File: config.mk
export PLATFORM = sky130hd
export DESIGN_NAME = sob_ctrl
export DESIGN_NICKNAME = d
export VERILOG_FILES = /design/src/sv/sob_pkg.sv /design/src/sv/sob_ctrl.sv
export SDC_FILE = /design/constraint.sdc
export NUM_CORES = 1
export LEC_CHECK = 0
export ABC_CLOCK_PERIOD_IN_PS = 3350
export BUFFER_PORTS_ARGS = -buffer_cell sky130_fd_sc_hd__buf_2
export CORE_AREA = 3 3 40 42
export CTS_CLUSTER_SIZE = 12
export DETAILED_ROUTE_END_ITERATION = 10
export DIE_AREA = 0 0 43 45
export PLACE_DENSITY = 0.6
export SETUP_SLACK_MARGIN = 0.3
export SYNTH_ARGS = -nofsm -noshare
export SYNTH_HDL_FRONTEND = slang
export SYNTH_SLANG_ARGS = --single-unit
export TNS_END_PERCENT = 5
File: constraint.sdc
create_clock -name clk -period 3.35 [get_ports clk]
set_clock_uncertainty 0.15 [all_clocks]
set_input_delay 0.335 -clock clk [delete_from_list [all_inputs] [get_ports clk]]
set_output_delay 0.335 -clock clk [all_outputs]
set_load 0.01 [all_outputs]
File: src/sv/sob_pkg.sv
package sob_pkg;

	// Register indexes on the config port.
	localparam logic [1:0] REG_OBSTACLE_COUNT = 2'd0;
	localparam logic [1:0] REG_ROBOT_RADIUS   = 2'd1;
	localparam logic [1:0] REG_BALL_RADIUS    = 2'd2;
	localparam logic [1:0] REG_END_SLACK      = 2'd3;

	localparam int CFG_W    = 12;
	localparam int COUNT_W  = 5;
	localparam int RADIUS_W = 12;
	localparam int INDEX_W  = 4;

	// Input kinds carried in tuser.
	localparam logic FUNC_LOAD  = 1'b0;
	localparam logic FUNC_QUERY = 1'b1;

	typedef enum logic [3:0] {
		ST_IDLE,
		ST_LEN_MUL,
		ST_LEN_ADD,
		ST_SQI,
		ST_SQRT,
		ST_WIN,
		ST_WSQ,
		ST_RD,
		ST_DIF,
		ST_MUL,
		ST_ADD,
		ST_MUL2,
		ST_CMP,
		ST_DONE
	} state_t;

	typedef struct packed {
		logic take;
		logic len_mul;
		logic len_add;
		logic sqrt_init;
		logic sqrt_step;
		logic win;
		logic wsq;
		logic rd;
		logic dif;
		logic mul;
		logic add;
		logic mul2;
		logic cmp;
		logic emit;
	} cmd_t;

	typedef struct packed {
		logic acc;
		logic is_query;
		logic zero_len;
		logic sqrt_last;
		logic j_end;
		logic hit;
		logic out_busy;
	} status_t;

endpackage

File: src/sv/sob_ctrl.sv
module sob_ctrl (
	input  logic             clk,
	input  logic             arst_n,
	input  sob_pkg::status_t st,
	output sob_pkg::cmd_t    cmd
);

	sob_pkg::state_t state_q, state_d;

	// State register
	always_ff @(posedge clk or negedge arst_n) begin
		if (!arst_n) begin
			state_q <= sob_pkg::ST_IDLE;
		end else begin
			state_q <= state_d;
		end
	end

	// Next state and commands
	always_comb begin
		state_d = state_q;
		cmd = '0;
		unique case (state_q)
			sob_pkg::ST_IDLE: begin
				cmd.take = !st.out_busy;
				if (st.acc) begin
					state_d = st.is_query ? sob_pkg::ST_LEN_MUL : sob_pkg::ST_DONE;
				end
			end
			sob_pkg::ST_LEN_MUL: begin
				cmd.len_mul = 1'b1;
				state_d = sob_pkg::ST_LEN_ADD;
			end
			sob_pkg::ST_LEN_ADD: begin
				cmd.len_add = 1'b1;
				state_d = sob_pkg::ST_SQI;
			end
			sob_pkg::ST_SQI: begin
				if (st.zero_len) begin
					state_d = sob_pkg::ST_DONE;
				end else begin
					cmd.sqrt_init = 1'b1;
					state_d = sob_pkg::ST_SQRT;
				end
			end
			sob_pkg::ST_SQRT: begin
				cmd.sqrt_step = 1'b1;
				if (st.sqrt_last) state_d = sob_pkg::ST_WIN;
			end
			sob_pkg::ST_WIN: begin
				cmd.win = 1'b1;
				state_d = sob_pkg::ST_WSQ;
			end
			sob_pkg::ST_WSQ: begin
				cmd.wsq = 1'b1;
				state_d = sob_pkg::ST_RD;
			end
			sob_pkg::ST_RD: begin
				if (st.j_end) begin
					state_d = sob_pkg::ST_DONE;
				end else begin
					cmd.rd = 1'b1;
					state_d = sob_pkg::ST_DIF;
				end
			end
			sob_pkg::ST_DIF: begin
				cmd.dif = 1'b1;
				state_d = sob_pkg::ST_MUL;
			end
			sob_pkg::ST_MUL: begin
				cmd.mul = 1'b1;
				state_d = sob_pkg::ST_ADD;
			end
			sob_pkg::ST_ADD: begin
				cmd.add = 1'b1;
				state_d = sob_pkg::ST_MUL2;
			end
			sob_pkg::ST_MUL2: begin
				cmd.mul2 = 1'b1;
				state_d = sob_pkg::ST_CMP;
			end
			sob_pkg::ST_CMP: begin
				cmd.cmp = 1'b1;
				state_d = st.hit ? sob_pkg::ST_DONE : sob_pkg::ST_RD;
			end
			sob_pkg::ST_DONE: begin
				cmd.emit = 1'b1;
				state_d = sob_pkg::ST_IDLE;
			end
			default: begin
				state_d = sob_pkg::ST_IDLE;
			end
		endcase
	end

endmodule

* After elaboration in Yosys (flattened, before gate mapping)
Cells that the tools add are included.
** Cells by class
- Add/sub/neg operators :: 0
- Muxes and demuxes :: 23
- Equal/unequal tests :: 15
- Reduce and logical (&&, ||, !) cells :: 3
- Shift-type cells :: 0
- Bitwise gates (word level) :: 0
- $mul :: 0
- Div/mod/pow operators :: 0
- Order comparisons :: 0
** Operator list (count)
- case mux 4 bit (13 select lines) :: 1
- == test 4 bit (second input constant) :: 6
- 2-to-1 mux 4 bit :: 5
- == test 4 x 3 -> 1 bit (second input constant) :: 4
- 2-to-1 mux 1 bit :: 16
- == test 4 x 2 -> 1 bit (second input constant) :: 2
- == test 4 x 1 -> 1 bit (second input constant) :: 1
- zero test 4 bit :: 1
- inequality test 2 bit (second input constant) :: 2
- 2-to-1 mux 3 bit :: 1
- AND reduction 2 bit :: 1
- zero test 1 bit :: 1
** Word-level totals
- Logic and storage cells :: 42
- Output and inout bits :: 14
- Memories :: 0
- Memory bits (read-only) :: 0
- RAM bits :: 0
- Bits in latches :: 0
- Register bits after elaboration :: 4
- Input port bits :: 9

* Logic depth before layout (Yosys ltp)
- Depth after elaboration :: 3
- Gate-level depth with buffers :: 6
- Depth with buffers taken out :: 4

* Worst setup path before layout
Ideal clock, no wire load.
- Path type :: reg2out
- From :: register state_q[1]
- To :: output port cmd[13] (netlist name)
- Buffers on the path :: 2
- Required time :: 2865 ps
- Path slack :: 1654 ps
- Cell stages (with the launch flop) :: 5
- Arrival :: 1211 ps
- Cells stage by stage :: dfrtp_1 buf_4 or2_1 buf_4 nor4_1
** RTL lines
- from (decl) :: RTL line sob_ctrl.sv:8 : sob_pkg::state_t state_q, state_d;
- from (signal assigned) :: RTL line sob_ctrl.sv:13 : state_q <= sob_pkg::ST_IDLE;
- from (signal assigned) :: RTL line sob_ctrl.sv:15 : state_q <= state_d;
- to (decl) :: RTL line sob_ctrl.sv:5 : output sob_pkg::cmd_t cmd

==> key figures <==
Status
  – Status: finished, final reports clean

Final layout
  – Commonest non-fill, non-tap cell in the layout: buf_2
  – Max FFs per register: 4
  – Antenna diodes: 0
  – Largest registers: state_q x4
  – Area growth syn-to-layout: 31.5%
  – Largest Register: state_q
  – Nets: slightly below 90
  – Ratio of cells with drive above 1 in the final layout: a little under two fifths
  – Most frequent cells in the layout: buf_2 (22), nor2_1 (12), nor3_1 (5)

Route
  – ANT nets after route: 0
  – Drc violations: 0
  – Post-DR wirelength/cell: around 11 um
  – DRT iter0 DRCs: 9
  – Count of TritonRoute iterations in the first routing pass: 3
  – Vias per inst: 5.08
  – Final WL: 1010 um
  – Vias: ~470

Die
  – Std cell rows: 13
  – Die Y: between 40 and 50 um
  – Initial Util: about 31%
  – Die ar.: about 1900 sq um
  – Die Width: between 40 and 50 um
  – CORE AREA: about 1300 sq um
  – I/O pin total: 23

Synthesis
  – Top post-synthesis cells by area: dfrtp_1 (25%), nor2_1 (11%), buf_4 (7.5%)
  – Cells after synthesis: 56
  – Post-Synthesis Cell Area: 402 sq um
  – Top cell type's share of synthesized area: 24.9%
  – Sequential cell area fraction in the yosys report: roughly 25%
  – Syn Area/Cell: 7.17 sq um
  – Post-Syn Nets: 65
  – Area leader, netlist: dfrtp_1
  – Netlist cell types: 22
  – Post-synthesis register bit count: 4
  – Yosys warns: 0

Timing
  – Setup_tns: 0 ns
  – Worst slew margin: around 73%
  – Slew Limit Fails: 0
  – Final setup fails: 0
  – Actual slew at the worst max-slew pin: 0.408 ns
  – Min cycle time layout: between 1.5 and 2 ns
  – Fin crit share: between 50% and 60%
  – Unrepaired setup endpoints after global routing: false
  – Fmax: between 500 and 600 MHz
  – Hold violation count in the final report: 0
  – Final WS setup: 1.44 ns

Power
  – Logic pwr share: ~57%
  – Pint: between 0.2 and 0.25 mW
  – Sequential power share: approximately 31%
  – Sw power: approximately 0.22 mW
  – Switching Share: 49.0%
  – PwrDens: about 860 nW/um^2
  – Cell leakage power: ~0.26 nW
  – Maximum vdd drop: slightly below 0.0003 V
  – Clock power share: between 10% and 20%

GRT
  – Antenna violations before repair: 0
  – Largest net degree at the start of global routing: 16
  – First-pass GRT wire length: roughly 1700 um
  – Global route overflow: 0
  – Number of global-route vias before repair: between 400 and 500
  – All-layer global routing usage: around 11%

CTS
  – Total CTS buffers: 3
  – Clk_lat worst skew: about 0.23 ns
  – Maximum root-to-sink buffer count: 2
  – CTS tree: built
  – Worst-path clk slew: ~0.040 ns
  – CTS H-Tree Depth: 1
  – CTS Sinks: 4
  – Clock Tree Root: clkbuf_4

Placed design
  – Final RePlAce weighted congestion: between 0.7 and 0.8
  – Final HPWL DP: 800 um
  – Port Buffers: 22
  – Post-place setup slack: about 1.7 ns

Worst setup path
  – Worst-path fanout max: 9
  – Worst R2R Path Depth: 4
  – Register-to-register setup slack: between 1.5 and 2 ns
  – Critical Path Start Type: flop
  – Critical Path End Type: primary output
  – CP Data Arrival Time: approximately 1.4 ns
  – Crit Path Class: reg2out
  – Critical Path RT: approximately 2.9 ns

Hold path
  – HP Class: in2async

Job
  – Max cap viols: 0
## power by group through the flow
stage / Sequential (mW) / Clock, mW / Combinational, mW
finish: 0.139 / 0.0564 / 0.259
global route: 0.149 / 0.0625 / 0.291
CTS: 0.138 / 0.0589 / 0.262
detailed placement: 0.138 / 0 / 0.261
global placement: 0.137 / 0 / 0.262
floorplan: 0.0851 / 0 / 0.269
## area by class of cell
| type | count | area (sq um) |
|---|---|---|
| fill | 136 | 757 |
| clock buffer | 3 | 22.5 |
| inverter | 1 | 3.75 |
| tap | 15 | 18.8 |
| sequential | 4 | 100 |
| timing repair buffer | 23 | 120 |
| multi-input combinational | 46 | 263 |
## per-layer routing
| layer | track usage (%) | share of wire, % | vias up |
|---|---|---|---|
| met5 | 0 | 0 | - |
| met4 | 5.42 | 0 | 0 |
| met3 | 3.59 | 4.4 | 0 |
| met2 | 17.4 | 49 | 13 |
| met1 | 14.6 | 46 | 208 |
| li1 | - | - | 246 |
## worst max-delay path, cell delays in order (launching register included)
cell and delay (ns):
dfrtp_1 0.46, or2_1 0.38, nor4_1 0.19, buf_2 0.17
## per-stage QoR
| step | hold slack [ns] | total power [mW] | cell area (sq um) | std cells | util, % |
|---|---|---|---|---|---|
| after floorplan | -0.111 | 0.354 | 402 | 56 | - |
| after global placement | -0.00582 | 0.399 | 495 | 88 | 38.6 |
| after detailed placement | -0.00639 | 0.399 | 495 | 88 | 38.6 |
| after CTS | 0.297 | 0.459 | 528 | 92 | 41.1 |
| after global routing | 0.304 | 0.503 | 528 | 92 | 41.1 |
| final | 0.298 | 0.454 | 528 | 92 | 41.1 |
## cell usage after synthesis
master     n
a21oi_1    3
and3_4     1
and2_4     1
and2_1     1
o21ai_0    2
o32a_1     2
o22ai_1    1
mux2i_1    1
mux2_2     1
nor4_1     3
nor2_2     1
dfrtp_1    4
inv_1      1
nand2_1    4
or2_1      1
nand2b_1   4
buf_2      1
buf_4      4
nor2_1    12
o31ai_1    1
a211oi_1   2
nor3_1     5
## timing repair
item,CTS,global route
setup buffers,0,0
gates resized for setup,0,0
hold endpoints to repair,4,0
hold buffers,1,0
## logic make-up after synthesis
| logic type | Yosys count | share of synthesized area, % |
|---|---|---|
| AOI/OAI and AO/OA | 11 | 18.4 |
| buffers and inverters | 6 | 9.66 |
| DFF | 4 | 24.9 |
| muxes | 2 | 5.30 |
| and+or+nand+nor | 33 | 41.7 |
## final timing paths
check                           start    endpoint
min reg2reg                state_q[1]  state_q[1]
min in group clk                st[6]  state_q[2]
max in group asynchronous      arst_n  state_q[1]
max reg2reg                state_q[2]  state_q[3]
min                            arst_n  state_q[2]
max                        state_q[1]     cmd[13]
(Power assumes the default switching activity.)
